`config.mk`:
```
export PLATFORM = sky130hd
export DESIGN_NAME = day_count_to_date
export DESIGN_NICKNAME = d
export VERILOG_FILES = /design/src/sv/dctd_pkg.sv /design/src/sv/day_count_to_date.sv /design/src/sv/dctd_step.sv /design/src/sv/dctd_mod7.sv
export SDC_FILE = /design/constraint.sdc
export NUM_CORES = 1
export LEC_CHECK = 0
export BUFFER_PORTS_ARGS = -buffer_cell sky130_fd_sc_hd__buf_2
export CORE_MARGIN = 8
export CORE_UTILIZATION = 30
export DETAILED_ROUTE_END_ITERATION = 10
export PLACE_DENSITY = 0.57
export SETUP_SLACK_MARGIN = 0.05
export SKIP_LAST_GASP = 1
export SLEW_MARGIN = 20
export SYNTH_ARGS = -nofsm -noshare
export SYNTH_HDL_FRONTEND = slang
export SYNTH_SLANG_ARGS = --single-unit
```
`constraint.sdc`:
```
create_clock -name i_clk -period 6 [get_ports i_clk]
set_input_delay 0.6 -clock i_clk [delete_from_list [all_inputs] [get_ports i_clk]]
set_output_delay 0.6 -clock i_clk [all_outputs]
set_load 0.01 [all_outputs]
```
`src/sv/dctd_pkg.sv`:
```
// Shared types, constants and calendar helpers for the day-count to date converter.
// No dependencies; every other file of the block imports this package.

package dctd_pkg;

    localparam int COUNT_WIDTH_DEF = 20;

    localparam int YEAR_W  = 13;
    localparam int MONTH_W = 4;
    localparam int DAY_W   = 5;
    localparam int WDAY_W  = 3;
    localparam int LEN_W   = 9;   // holds a year length of 366
    localparam int CYC_W   = 9;   // position within the 400-year cycle

    localparam logic [YEAR_W-1:0]  BASE_YEAR    = YEAR_W'(2000);
    localparam logic [CYC_W-1:0]   CYCLE_LAST   = CYC_W'(399);
    localparam logic [CYC_W-1:0]   CENTURY_1    = CYC_W'(100);
    localparam logic [CYC_W-1:0]   CENTURY_2    = CYC_W'(200);
    localparam logic [CYC_W-1:0]   CENTURY_3    = CYC_W'(300);
    localparam logic [LEN_W-1:0]   DAYS_LEAP    = LEN_W'(366);
    localparam logic [LEN_W-1:0]   DAYS_COMMON  = LEN_W'(365);

    localparam logic [MONTH_W-1:0] JANUARY   = MONTH_W'(1);
    localparam logic [MONTH_W-1:0] FEBRUARY  = MONTH_W'(2);
    localparam logic [MONTH_W-1:0] APRIL     = MONTH_W'(4);
    localparam logic [MONTH_W-1:0] JUNE      = MONTH_W'(6);
    localparam logic [MONTH_W-1:0] SEPTEMBER = MONTH_W'(9);
    localparam logic [MONTH_W-1:0] NOVEMBER  = MONTH_W'(11);
    localparam logic [MONTH_W-1:0] DECEMBER  = MONTH_W'(12);

    typedef enum logic [2:0] {
        S_IDLE,
        S_WDAY,
        S_YEAR,
        S_MONTH,
        S_DONE
    } t_state;

    // Selects what the shared subtractor takes off the remaining days.
    typedef struct packed {
        logic                month_phase;
        logic                leap;
        logic [MONTH_W-1:0]  month;
    } t_step_ctrl;

    // Leap year from the position in the 400-year cycle (cycle starts at year 2000).
    function automatic logic is_leap(input logic [CYC_W-1:0] cyc);
        logic century;
        century = (cyc == CENTURY_1) || (cyc == CENTURY_2) || (cyc == CENTURY_3);
        return (cyc[1:0] == 2'b00) && !century;
    endfunction

    function automatic logic [LEN_W-1:0] month_len(input logic [MONTH_W-1:0] month,
                                                    input logic leap);
        logic [LEN_W-1:0] len;
        if ((month == APRIL) || (month == JUNE) || (month == SEPTEMBER) ||
            (month == NOVEMBER)) begin
            len = LEN_W'(30);
        end else if (month == FEBRUARY) begin
            len = leap ? LEN_W'(29) : LEN_W'(28);
        end else begin
            len = LEN_W'(31);
        end
        return len;
    endfunction

endpackage

```
`src/sv/day_count_to_date.sv`:
```
// Day-count to Gregorian date converter, top level with the sequencer and output register.
// Depends on dctd_pkg, dctd_step and dctd_mod7.
//
// Takes a count of days since 2000-01-01 and returns year, month, day of month and weekday
// (0 Saturday through 6 Friday). One transaction is worked on at a time: s_axis_tready is
// high only while the sequencer is idle. A conversion waits for the weekday digits to drain,
// then takes off whole years, then whole months of the final year, and then loads the output
// register; the next count can be taken in the same cycle that its date becomes valid. The
// shared compare-and-subtract unit removes one year or one month per cycle, so the year count
// dominates the conversion time. The result sits in an output register, so a finished date
// may wait on m_axis_tready while no further transaction is taken until it has been loaded
// there. Years past 8191 wrap.

module day_count_to_date
    import dctd_pkg::*;
#(
    parameter int COUNT_WIDTH = COUNT_WIDTH_DEF
) (
    input  logic                                     i_clk,
    input  logic                                     i_rst_n,
    input  logic                                     s_axis_tvalid,
    output logic                                     s_axis_tready,
    // day_count [COUNT_WIDTH-1:0], zero padding above
    input  logic [((COUNT_WIDTH + 7) / 8) * 8 - 1:0] s_axis_tdata,
    output logic                                     m_axis_tvalid,
    input  logic                                     m_axis_tready,
    // year_value [12:0], month_value [16:13], day_of_month [21:17], weekday [24:22]
    output logic [31:0]                              m_axis_tdata
);

    t_state                 r_state, n_state;
    logic [COUNT_WIDTH-1:0] r_rest, n_rest;
    logic [YEAR_W-1:0]      r_year, n_year;
    logic [CYC_W-1:0]       r_ycyc, n_ycyc;
    logic [MONTH_W-1:0]     r_month, n_month;

    logic                   r_o_valid, n_o_valid;
    logic [YEAR_W-1:0]      r_o_year;
    logic [MONTH_W-1:0]     r_o_month;
    logic [DAY_W-1:0]       r_o_day;
    logic [WDAY_W-1:0]      r_o_wday;

    logic                   accept;
    logic                   load_out;
    t_step_ctrl             step_ctrl;
    logic                   step_ge;
    logic [COUNT_WIDTH-1:0] step_diff;
    logic [WDAY_W-1:0]      wday;
    logic                   wday_done;

    assign s_axis_tready = (r_state == S_IDLE);
    assign accept        = s_axis_tvalid && s_axis_tready;

    // Shared subtractor: year lengths in S_YEAR, month lengths in S_MONTH
    always_comb begin
        step_ctrl.month_phase = (r_state == S_MONTH);
        step_ctrl.leap        = is_leap(r_ycyc);
        step_ctrl.month       = r_month;
    end

    dctd_step #(
        .COUNT_WIDTH (COUNT_WIDTH)
    ) u_step (
        .i_rest (r_rest),
        .i_ctrl (step_ctrl),
        .o_ge   (step_ge),
        .o_diff (step_diff)
    );

    dctd_mod7 #(
        .COUNT_WIDTH (COUNT_WIDTH)
    ) u_mod7 (
        .i_clk   (i_clk),
        .i_rst_n (i_rst_n),
        .i_load  (accept),
        .i_count (s_axis_tdata[COUNT_WIDTH-1:0]),
        .o_wday  (wday),
        .o_done  (wday_done)
    );

    // Sequencer: next state and working registers
    always_comb begin
        n_state  = r_state;
        n_rest   = r_rest;
        n_year   = r_year;
        n_ycyc   = r_ycyc;
        n_month  = r_month;
        load_out = 1'b0;
        unique case (r_state)
            S_IDLE: begin
                if (accept) begin
                    n_rest  = s_axis_tdata[COUNT_WIDTH-1:0];
                    n_year  = BASE_YEAR;
                    n_ycyc  = '0;
                    n_month = JANUARY;
                    n_state = S_WDAY;
                end
            end
            S_WDAY: begin
                // wait for the weekday digits to drain
                if (wday_done) begin
                    n_state = S_YEAR;
                end
            end
            S_YEAR: begin
                // take off one whole year per cycle
                if (step_ge) begin
                    n_rest = step_diff;
                    n_year = r_year + YEAR_W'(1);
                    n_ycyc = (r_ycyc == CYCLE_LAST) ? '0 : r_ycyc + CYC_W'(1);
                end else begin
                    n_state = S_MONTH;
                end
            end
            S_MONTH: begin
                // take off one whole month per cycle, never past December
                if ((r_month != DECEMBER) && step_ge) begin
                    n_rest  = step_diff;
                    n_month = r_month + MONTH_W'(1);
                end else begin
                    n_state = S_DONE;
                end
            end
            S_DONE: begin
                // hold until the output register is free
                if (!r_o_valid || m_axis_tready) begin
                    load_out = 1'b1;
                    n_state  = S_IDLE;
                end
            end
            default: begin
                n_state = S_IDLE;
            end
        endcase
        n_o_valid = (r_o_valid && !m_axis_tready) || load_out;
    end

    always_ff @(posedge i_clk) begin
        if (!i_rst_n) begin
            r_state   <= S_IDLE;
            r_o_valid <= 1'b0;
        end else begin
            r_state   <= n_state;
            r_o_valid <= n_o_valid;
        end
    end

    always_ff @(posedge i_clk) begin
        r_rest  <= n_rest;
        r_year  <= n_year;
        r_ycyc  <= n_ycyc;
        r_month <= n_month;
        if (load_out) begin
            r_o_year  <= r_year;
            r_o_month <= r_month;
            r_o_day   <= DAY_W'(r_rest) + DAY_W'(1);
            r_o_wday  <= wday;
        end
    end

    assign m_axis_tvalid = r_o_valid;
    assign m_axis_tdata  = {7'd0, r_o_wday, r_o_day, r_o_month, r_o_year};

    // The month walk never leaves January to December
    a_month_range: assert property (@(posedge i_clk) disable iff (!i_rst_n)
        (r_state == S_MONTH) |-> ((r_month >= JANUARY) && (r_month <= DECEMBER)))
        else $error("month out of range during month walk");

    // An accepted transaction always starts the weekday digits
    a_accept_start: assert property (@(posedge i_clk) disable iff (!i_rst_n)
        accept |=> ((r_state == S_WDAY) && !wday_done))
        else $error("accepted transaction did not start conversion");

    // A delivered weekday is always reduced below seven
    a_wday_range: assert property (@(posedge i_clk) disable iff (!i_rst_n)
        m_axis_tvalid |-> (r_o_wday <= WDAY_W'(6)))
        else $error("weekday not reduced modulo seven");

    // The 400-year cycle position stays within its cycle while years are stepped
    a_cycle_range: assert property (@(posedge i_clk) disable iff (!i_rst_n)
        (r_state == S_YEAR) |-> (r_ycyc <= CYCLE_LAST))
        else $error("year cycle position out of range");

endmodule

```
`src/sv/dctd_step.sv`:
```
// Shared compare-and-subtract unit: takes a year or month length off the remaining days.
// Depends on dctd_pkg for the step control struct and the length helpers.

module dctd_step
    import dctd_pkg::*;
#(
    parameter int COUNT_WIDTH = COUNT_WIDTH_DEF
) (
    input  logic [COUNT_WIDTH-1:0] i_rest,
    input  t_step_ctrl             i_ctrl,
    output logic                   o_ge,
    output logic [COUNT_WIDTH-1:0] o_diff
);

    logic [LEN_W-1:0]       len;
    logic [COUNT_WIDTH-1:0] len_ext;

    always_comb begin
        if (i_ctrl.month_phase) begin
            len = month_len(i_ctrl.month, i_ctrl.leap);
        end else begin
            len = i_ctrl.leap ? DAYS_LEAP : DAYS_COMMON;
        end
        len_ext = COUNT_WIDTH'(len);
    end

    assign o_ge   = (i_rest >= len_ext);
    assign o_diff = i_rest - len_ext;

endmodule

```
`src/sv/dctd_mod7.sv`:
```
// Weekday unit: count modulo 7, one octal digit per cycle (8 is 1 modulo 7).
// Depends on dctd_pkg for field widths.

module dctd_mod7
    import dctd_pkg::*;
#(
    parameter int COUNT_WIDTH = COUNT_WIDTH_DEF
) (
    input  logic                   i_clk,
    input  logic                   i_rst_n,
    input  logic                   i_load,
    input  logic [COUNT_WIDTH-1:0] i_count,
    output logic [WDAY_W-1:0]      o_wday,
    output logic                   o_done
);

    localparam int NDIG  = (COUNT_WIDTH + 2) / 3;
    localparam int SH_W  = NDIG * 3;
    localparam int CNT_W = $clog2(NDIG + 1);

    logic [SH_W-1:0]   r_shift;
    logic [WDAY_W-1:0] r_acc;
    logic [CNT_W-1:0]  r_left;
    logic [WDAY_W:0]   sum;

    always_comb begin
        sum = {1'b0, r_acc} + {1'b0, r_shift[2:0]};
    end

    always_ff @(posedge i_clk) begin
        if (!i_rst_n) begin
            r_left <= '0;
        end else if (i_load) begin
            r_left <= CNT_W'(NDIG);
        end else if (r_left != '0) begin
            r_left <= r_left - CNT_W'(1);
        end
    end

    always_ff @(posedge i_clk) begin
        if (i_load) begin
            r_shift <= SH_W'(i_count);
            r_acc   <= '0;
        end else if (r_left != '0) begin
            r_shift <= r_shift >> 3;
            r_acc   <= (sum >= (WDAY_W+1)'(7)) ? WDAY_W'(sum - (WDAY_W+1)'(7))
                                                : WDAY_W'(sum);
        end
    end

    assign o_wday = r_acc;
    assign o_done = (r_left == '0);

endmodule

```
==> run metrics, run 1 <==
crit share post-route 0.697; fmax 0.239 GHz; Ys Warns 0; Relative slew margins 0.363; critical path launch point type register; wire length of the first global-routing pass between 15 and 20 mm; Placed Cells 733; worst-skew pair later-pin latency 0.35 ns; R2R depth 12; Overflow after GRT 0; Max-Cap Viols 0; Critical Path RT 5.98 ns; mux contribution to synthesized area 0.00389; fin area 5920 um^2; Hold Startpoint r_year[12]$_SDFFCE_PP0P_; met1 Usage GRT 0.122; Lkg Pwr 2.27 nW; CP max stage cell nand2_1; Synth cell types 54; Most common cell on crit path nand2_1; setup slack after layout 1.82 ns; Mapped Area 5140 um^2; clk sinks 101; CTS tree done; Layout Utilization 0.347; top cell type's share of synthesized area 0.531; layout cells sized above 1 0.149; post-synthesis xor/xnor area fraction 0.0630; Ports 62; area grow syn2layout 15.1%; Fin. Hold Viols 0; CP bufs+invs 3; hold_ws 0.472 ns; DP Wirelength between 7 and 8 mm; die height approximately 150 um; largest cells by area after synthesis edfxtp_1, nand2_1, ha_1; CP endpoint kind register; hold path depth 0; initial antenna violation count 0; Pwr Total 2.31 mW; CTS Buffer Depth 2; CTS root buf clkbuf_16; Via density 4.76; Starting Density 0.301; CP delay by family, top simple AND/OR/NAND/NOR gates; DIE WIDTH 147 um; post-synthesis compound-gate area fraction 0.0968; Gate Count Post-Synth 470; Most Crowded Layer GR met2; sequential cell area fraction in the yosys report 0.570; crit path DAT between 4 and 5 ns; simple-gate share of the synthesized area 0.176; final WL 10.7 mm; Syn Area/Cell approximately 11 um^2; Hold-fix buffers, CTS 0; grt met2 use 0.173; Tot GR Track Use 0.103; reg2reg start r_state[1]$_SDFFE_PN0P_; Nets 569; DIE AREA ~22000 um^2; CP max FO 20; final slew viol count 0; initial DRC count roughly 240; Post-synth EDFFs 91; cell taking the most area after synthesis edfxtp_1; highest cell delay on the worst timing path 0.69 ns; row count 48; Post-synth top flop edfxtp_1; remaining antenna violation count 0; status finished clean; CP Class register to register; Final setup viols 0; Yosys reg bits ~100; setup_tns 0 ns; CP Cell Sequence inv_1 -> nor2_1 -> buf_4 -> nand2_1 -> inv_1 -> nand2_1 -> and2_1 -> fa_1 -> o21ai_2 -> a21o_1 -> o21ai_1 -> nand2_1; Post-Synth Adder-Cell Area 0.0564; maximum vdd drop between 0.00015 and 0.0002 V; clock-pin slew on the worst setup and hold paths approximately 0.07 ns; Clock Skew between 0.005 and 0.006 ns; RSZ-0062 raised after global routing no; # DRC 0; routability cong. 0.798; Worst Tran Pin Value 0.955 ns; HP Class register to register; Final min period 4.18 ns; R2R setup slack roughly 1.8 ns; DP Worst Slack between 1.5 and 2 ns; WL/cell 14.3 um; CORE AREA 17100 um^2; ys async rst share 0; placed cell area 5620 um^2; CTS buffer count 9; H-tree level count 3; vias around 3600; vias in the first global route ~3600; postcts setup bufs 0; Endpoint, Worst Hold r_o_year[12]$_DFFE_PP_; Fill cells around 1700; TritonRoute pass-1 iters 4; pin count of the biggest net entering global routing 30; Non-Filler Instances around 750; reg2reg end r_rest[19]$_DFFE_PP_; port bufs 50; pwr dens between 300 and 400 nW/um^2; antenna cell count 0; met3 usage 0.0357; largest family of logic cells by synthesized area simple AND/OR/NAND/NOR gates; cts repair resizes 0
[logic make-up (layout without fill, tap and decap cells)]
| logic type | Yosys count | in the layout |
|---|---|---|
| and+or+nand+nor | 197 | 197 |
| muxes | 2 | 2 |
| AOI/OAI and AO/OA | 74 | 74 |
| xor gates and xnor gates | 37 | 37 |
| adders and majority gates | 22 | 22 |
| DFF | 101 | 101 |
| other | 1 | 7 |
| buffers and inverters | 36 | 84 |
[layout make-up]
class                           count  area (um^2)  share of cell area
Clock buffer                       10          229              0.0387
Clock inverter                      6         71.3              0.0120
Inverter                           14         52.6             0.00888
Multi-Input combinational cell    339         2070               0.350
Sequential cell                   101         2930               0.495
Tap cell                          225          282              0.0475
Timing Repair Buffer               54          280              0.0473
[synth_stat cells, drive strengths merged (11+ instances only)]
cell	n
a21oi	12
and3	13
buf	12
edfxtp	91
ha	20
inv	14
nand2	98
nand3	11
nor2	37
o21ai	23
xnor2	20
xor2	17
[sequential cells by signal (all words and copies together) (netlist names)]
signal	count
r_state	3
r_rest	20
r_month	4
r_o_day	5
m_axis_tvalid	1
r_o_wday	3
r_o_month	4
r_year	13
r_ycyc	9
u_mod7.r_left	3
r_o_year	13
u_mod7.o_wday	3
u_mod7.r_shift	20
[layer usage]
layer / routed length [um] / vias up
met5: 0 / -
met3: 693 / 13
li1: - / 1764
met2: 5210 / 109
met4: 136 / 0
met1: 4680 / 1678
[worst max path at each step]
stage,slack (ns),cells past startpoint,start,to
finish,1.82,12,r_state[1]$_SDFFE_PN0P_,r_rest[19]$_DFFE_PP_
global route,1.42,12,r_state[1]$_SDFFE_PN0P_,r_rest[13]$_DFFE_PP_
CTS,1.80,12,r_state[1]$_SDFFE_PN0P_,r_rest[18]$_DFFE_PP_
floorplan,0.87,12,r_state[1]$_SDFFE_PN0P_,r_ycyc[0]$_SDFFCE_PP0P_
global placement,1.90,12,r_state[1]$_SDFFE_PN0P_,r_rest[16]$_DFFE_PP_
detailed placement,1.83,12,r_state[1]$_SDFFE_PN0P_,r_rest[18]$_DFFE_PP_
[power by group]
part           internal, mW  switching, mW
logic                 0.248          0.378
clock network         0.328          0.269
registers             0.979          0.106
total                  1.56          0.752
[worst reg2reg max path, stage by stage, from the launching register on]
cell and delay, ns:
dfxtp_1 0.47, inv_1 0.16, nor2_1 0.13, buf_4 0.22, nand2_1 0.19, inv_1 0.28, nand2_1 0.10, and2_1 0.18
fa_1 0.48, o21ai_2 0.42, a21o_1 0.31, o21ai_1 0.15, nand2_1 0.69
[placed cells by master, fill, tap and decap left out, drive strengths merged, types with 3 or more instances in the layout]
cell type,n
xnor2,20
nand2b,4
a31oi,6
conb,7
a2111oi,3
or2,3
buf,54
or3,4
a21boi,4
nor3b,3
dfxtp,10
nor4,4
a21oi,12
a21o,3
ha,20
nand3,11
o31ai,7
nor2,37
or4,6
edfxtp,91
inv,16
nor3,5
and3,13
nor2b,4
clkbuf,10
xor2,17
nand2,98
o21ai,23
(Power assumes the default switching activity.)
==> run 2, diff against run 1 <==
- PLACE_DENSITY: 0.57 -> 0.58
- clock period: 6 -> 3.75 ns (I/O delays scaled with it)
==> run 2 against run 1 <==
Compared with the run above: first-iteration DRC count shrank 20%; utilization rose by 0.49 points; via count unchanged; wire length grew 4.0%; clock power grew 58%; critical path type unchanged; highest routed layer unchanged.
==> run metrics, run 2 (same netlist as run 1, synthesis figures left out) <==
CP endpoint kind register; Max-Cap Viols 0 (unchanged); DIE WIDTH 147 um (unchanged); Fill cells 1722 (-1.3%); Via density 4.72 (-0.79%); Critical Path RT 3.81 ns (-2.17 ns); most common library cell in the layout ignoring fill and taps nand2_1; maximum vdd drop 0.000332 V (+110%); routability cong. 0.812 (+1.8%); hold_ws 0.314 ns (-0.158 ns); clk sinks 101 (unchanged); initial antenna violation count 0 (unchanged); postcts setup bufs 0 (unchanged); HP Class input port to register; highest metal layer with signal wires met4; # DRC 0 (unchanged); CTS root buf clkbuf_16; Layout Utilization 0.352 (+0.00492); CTS tree done; CTS Buffer Depth 2 (unchanged); Hold-fix buffers, CTS 0 (unchanged); wire length of the first global-routing pass 18.6 mm (+3.5%); CP Class register to register; worst-skew pair later-pin latency 0.34 ns (about the same); Final min period 3.44 ns (-0.748 ns); DP Worst Slack 0.260 ns (-1.57 ns); RSZ-0062 raised after global routing no; CP bufs+invs 1 (-2); WL met3 615 um (-11%); CP max stage cell a2111oi_1; met2 wire length 5.51 mm (+5.7%); Clock Skew 0.00730 ns (+0.00133 ns); TritonRoute pass-1 iters 4 (unchanged); crit path DAT 3.50 ns (-0.66 ns); CP delay by family, top compound AO/OA/AOI/OAI gates; biggest regs r_rest (20), u_mod7.r_shift (20); pin count of the biggest net entering global routing 30 (unchanged); multi-input combinational cell area 2100 um^2 (+1.3%); Pwr Total 3.73 mW (+62%); status finished clean; Relative slew margins 0.359 (-0.00386); antenna cell count 0 (unchanged); most frequent cells in the layout nand2_1, edfxtp_1, buf_2; Tot GR Track Use 0.107 (+0.00336); final WL 11.2 mm (+4.0%); remaining antenna violation count 0 (unchanged); Fin. Hold Viols 0 (unchanged); initial DRC count 196 (-20%); clock-pin slew on the worst setup and hold paths 0.07 ns (about the same); CORE AREA 17100 um^2 (unchanged); CP max FO 7 (-65%); DIE AREA 21600 um^2 (unchanged); DP Wirelength 8.02 mm (+4.3%); Final setup viols 0 (unchanged); area grow syn2layout 16.8%; Starting Density 0.301 (unchanged); Register Area 2930 um^2 (unchanged); setup slack after layout 0.315 ns (-1.50 ns); highest cell delay on the worst timing path 0.50 ns (-0.19 ns); critical path launch point type register; Lkg Pwr 2.31 nW (+1.8%); row count 48 (unchanged); fmax 0.291 GHz (+22%); Worst Tran Pin Value 0.961 ns (+0.00579 ns); H-tree level count 3 (unchanged); metal1 wirelength 4.94 mm (+5.5%); Overflow after GRT 0 (unchanged); setup_tns 0 ns (unchanged); layout cells sized above 1 0.162 (+0.0134); WL/cell 14.8 um (+3.2%); die height 147 um (unchanged); final slew viol count 0 (unchanged); port bufs 50 (unchanged); Ports 62 (unchanged); pwr dens 622 nW/um^2 (+60%); Nets 575 (+1.1%); CP Cell Sequence nor3b_1 -> o2111ai_1 -> o211ai_1 -> a221o_1 -> o21ai_0 -> ha_1 -> fa_1 -> o21ai_4 -> buf_4 -> a2111oi_1 -> xnor2_1 -> o21ai_1; cts repair resizes 0 (unchanged); CTS buffer count 9 (unchanged); crit share post-route 0.916 (+0.219); vias 3564 (unchanged); vias in the first global route 3702 (+4.0%)
==> run 2: cell types whose count changed in the layout (fill, tap and decap cells not counted), sizes merged <==
cell	previous run	this run
buf	54	60
clkbuf	10	11
clkinvlp	2	1
==> run 2: layout make-up <==
class | count | area share
sequential | 101 | 0.488
multi-input combinational | 339 | 0.350
timing repair buffer | 60 | 0.0563
tap | 225 | 0.0469
clock buffer | 11 | 0.0388
clock inverter | 5 | 0.0110
inverter | 14 | 0.00875
==> run 2: metal layers <==
metal / up-vias / GRT usage
li1: 1773 / -
met1: 1704 / 0.128
met2: 81 / 0.179
met3: 6 / 0.0360
met4: 0 / 0.0301
met5: - / 0
==> run 2: tightest hold or removal path, delay by kind of cell <==
| family | cells | cell delay [ns] |
|---|---|---|
| simple gates | 2 | 0.09 |
| buf+inv | 1 | 0.08 |
==> run 2: report_power, final <==
part	leakage, nW	switching (mW)	internal (mW)
sequential	0.949	0.165	1.56
clock	0.142	0.418	0.527
combinational	1.22	0.633	0.426
total	2.31	1.22	2.52
==> run 2: metrics by stage <==
step           cells  cell area, um^2
5_1_grt          755             6000
3_5_place_dp     739             5700
6_report         755             6000
4_1_cts          755             6000
2_1_floorplan    476             5190
3_3_place_gp     739             5700
==> run 2: path summary, 6_finish.rpt <==
path	start	slack [ns]	endpoint	cells after the start
max	r_ycyc[6]$_SDFFCE_PP0P_	0.31	r_rest[14]$_DFFE_PP_	12
min	s_axis_tdata[5]	0.31	u_mod7.r_shift[5]$_DFFE_PP_	3
max reg2reg	r_ycyc[6]$_SDFFCE_PP0P_	0.31	r_rest[14]$_DFFE_PP_	12
min reg2reg	u_mod7.o_wday[0]$_SDFFE_PP0P_	0.48	r_o_wday[0]$_DFFE_PP_	0
==> run 3, diff against run 2 <==
- CTS_BUF_LIST: unset -> sky130_fd_sc_hd__clkbuf_4 sky130_fd_sc_hd__clkbuf_8
- GPL_ROUTABILITY_DRIVEN: unset -> 0
==> run 3 against run 2 <==
Compared with the run above: sequential cell count stayed put; global-route usage fell by 0.079 points; register-to-register slack better by 0.03 ns; via count is 0.39% lower; sequential share of layout area up 0.73 points; clock skew increased by 0.0046 ns; setup slack better by 0.025 ns; final cell count stayed put; non-clock buffer count is the same; largest power group unchanged.
==> run metrics, run 3 (same netlist as run 1, synthesis figures left out) <==
HP Class input port to register; Overflow after GRT 0 (unchanged); initial antenna violation count 0 (unchanged); critical path launch point type register; most common library cell in the layout ignoring fill and taps nand2_1; Lkg Pwr 2.27 nW (-1.7%); CP endpoint kind register; Max-Cap Viols 0 (unchanged); H-tree level count 3 (unchanged); Hold-fix buffers, CTS 0 (unchanged); reg2reg end r_rest[16]$_DFFE_PP_; CP Class register to register; WL/cell 14.8 um (+0.13%); reg2reg start r_ycyc[6]$_SDFFCE_PP0P_; Critical Path RT 3.85 ns (+0.04 ns); port bufs 50 (unchanged); most frequent cells in the layout nand2_1, edfxtp_1, buf_2; Starting Density 0.301 (unchanged); Ports 62 (unchanged); Final min period 3.41 ns (-0.0251 ns); area grow syn2layout 15.0%; biggest regs r_rest (20), u_mod7.r_shift (20); Via density 4.70 (-0.39%); CP max FO 7 (unchanged); Clock Skew 0.0119 ns (+0.00459 ns); Pwr Total 3.52 mW (-5.8%); Nets 575 (unchanged); CORE AREA 17100 um^2 (unchanged); final WL 11.2 mm (+0.13%); Non-Filler Instances 755 (unchanged); pwr dens 594 nW/um^2 (-4.4%); # DRC 0 (unchanged); status finished clean; setup_tns 0 ns (unchanged); CTS buffer count 9 (unchanged); crit share post-route 0.909 (-0.00670); row count 48 (unchanged); Worst Tran Pin Value 0.959 ns (-0.00172 ns); clock-pin slew on the worst setup and hold paths 0.10 ns (+0.03 ns); vias 3550 (-0.39%); vias in the first global route 3667 (-0.95%); R2R setup slack 0.34 ns (+0.03 ns); pin count of the biggest net entering global routing 30 (unchanged); clk sinks 101 (unchanged); DP Wirelength 8.02 mm (unchanged); R2R depth 12 (unchanged); remaining antenna violation count 0 (unchanged); Final setup viols 0 (unchanged); CTS tree done; maximum vdd drop 0.000321 V (-3.2%); die height 147 um (unchanged); hold path depth 3 (unchanged); initial DRC count 227 (+16%); antenna cell count 0 (unchanged); TritonRoute pass-1 iters 5 (+1); wire length of the first global-routing pass 18.5 mm (-0.55%); Endpoint, Worst Hold u_mod7.r_shift[14]$_DFFE_PP_; fmax 0.293 GHz (+0.74%); DIE AREA 21600 um^2 (unchanged); layout cells sized above 1 0.168 (+0.00566); RSZ-0062 raised after global routing no; Placed Cells 739 (unchanged); Fin. Hold Viols 0 (unchanged); worst-skew pair later-pin latency 0.38 ns (+0.04 ns); Tot GR Track Use 0.106 (-0.000787); CTS Buffer Depth 2 (unchanged); DIE WIDTH 147 um (unchanged); Relative slew margins 0.360 (+0.00115); crit path DAT 3.51 ns (about the same); CTS root buf clkbuf_8; Hold Startpoint s_axis_tdata[14]; final slew viol count 0 (unchanged)
==> run 3: cell type report <==
type                            count  area [um^2]
Multi-Input combinational cell    339         2110
Inverter                           14         52.6
Clock inverter                      5         66.3
Fill cell                        1732        11100
Timing Repair Buffer               60          338
Sequential cell                   101         2930
Tap cell                          225          282
Clock buffer                       11          139
==> run 3: stage by stage <==
stage	hold slack, ns	setup WS, ns	area, um^2	util
floorplan	0.434	0.0725	5190	-
global placement	0.460	0.403	5700	0.334
detailed placement	0.462	0.260	5700	0.334
CTS	0.249	0.226	5910	0.346
global route	0.245	0.0521	5920	0.347
finish	0.270	0.340	5920	0.347
==> run 3: repair_timing <==
item / 4_1_cts / 5_1_grt
buffers inserted: 0 / 0
endpoints found under the setup margin: 0 / 1
gates resized for setup: 0 / 2
==> run 3: how the worst max path moves through the flow <==
stage / start / endpoint / slack [ns] / cells past startpoint
final: r_ycyc[6]$_SDFFCE_PP0P_ / r_rest[16]$_DFFE_PP_ / 0.34 / 12
after CTS: r_ycyc[6]$_SDFFCE_PP0P_ / r_rest[14]$_DFFE_PP_ / 0.23 / 12
after global placement: r_ycyc[6]$_SDFFCE_PP0P_ / r_rest[14]$_DFFE_PP_ / 0.40 / 12
after detailed placement: r_ycyc[6]$_SDFFCE_PP0P_ / r_rest[14]$_DFFE_PP_ / 0.26 / 12
after global routing: r_state[1]$_SDFFE_PN0P_ / r_year[8]$_SDFFCE_PP1P_ / 0.05 / 12
after floorplan: r_state[1]$_SDFFE_PN0P_ / r_ycyc[0]$_SDFFCE_PP0P_ / 0.07 / 12
==> run 3: power by group <==
group	total, mW	leakage [nW]	switching (mW)	internal [mW]
Clock	0.729	0.103	0.397	0.332
Sequential	1.73	0.949	0.166	1.56
Combinational	1.06	1.22	0.634	0.426
==> run 3: worst max-delay path, stage by stage, from the launching register on <==
cell	delay [ns]
edfxtp_1	0.50
nor3b_1	0.19
o2111ai_1	0.20
o211ai_1	0.18
a221o_1	0.38
o21ai_0	0.16
ha_1	0.21
fa_1	0.30
o21ai_4	0.10
buf_4	0.18
a2111oi_1	0.46
xnor2_1	0.19
o21ai_1	0.08
==> run 3: metal layers <==
layer / track usage / wire, um
met1: 0.127 / 4920
met2: 0.177 / 5540
met5: 0 / 0
met4: 0.0331 / 70
met3: 0.0341 / 641
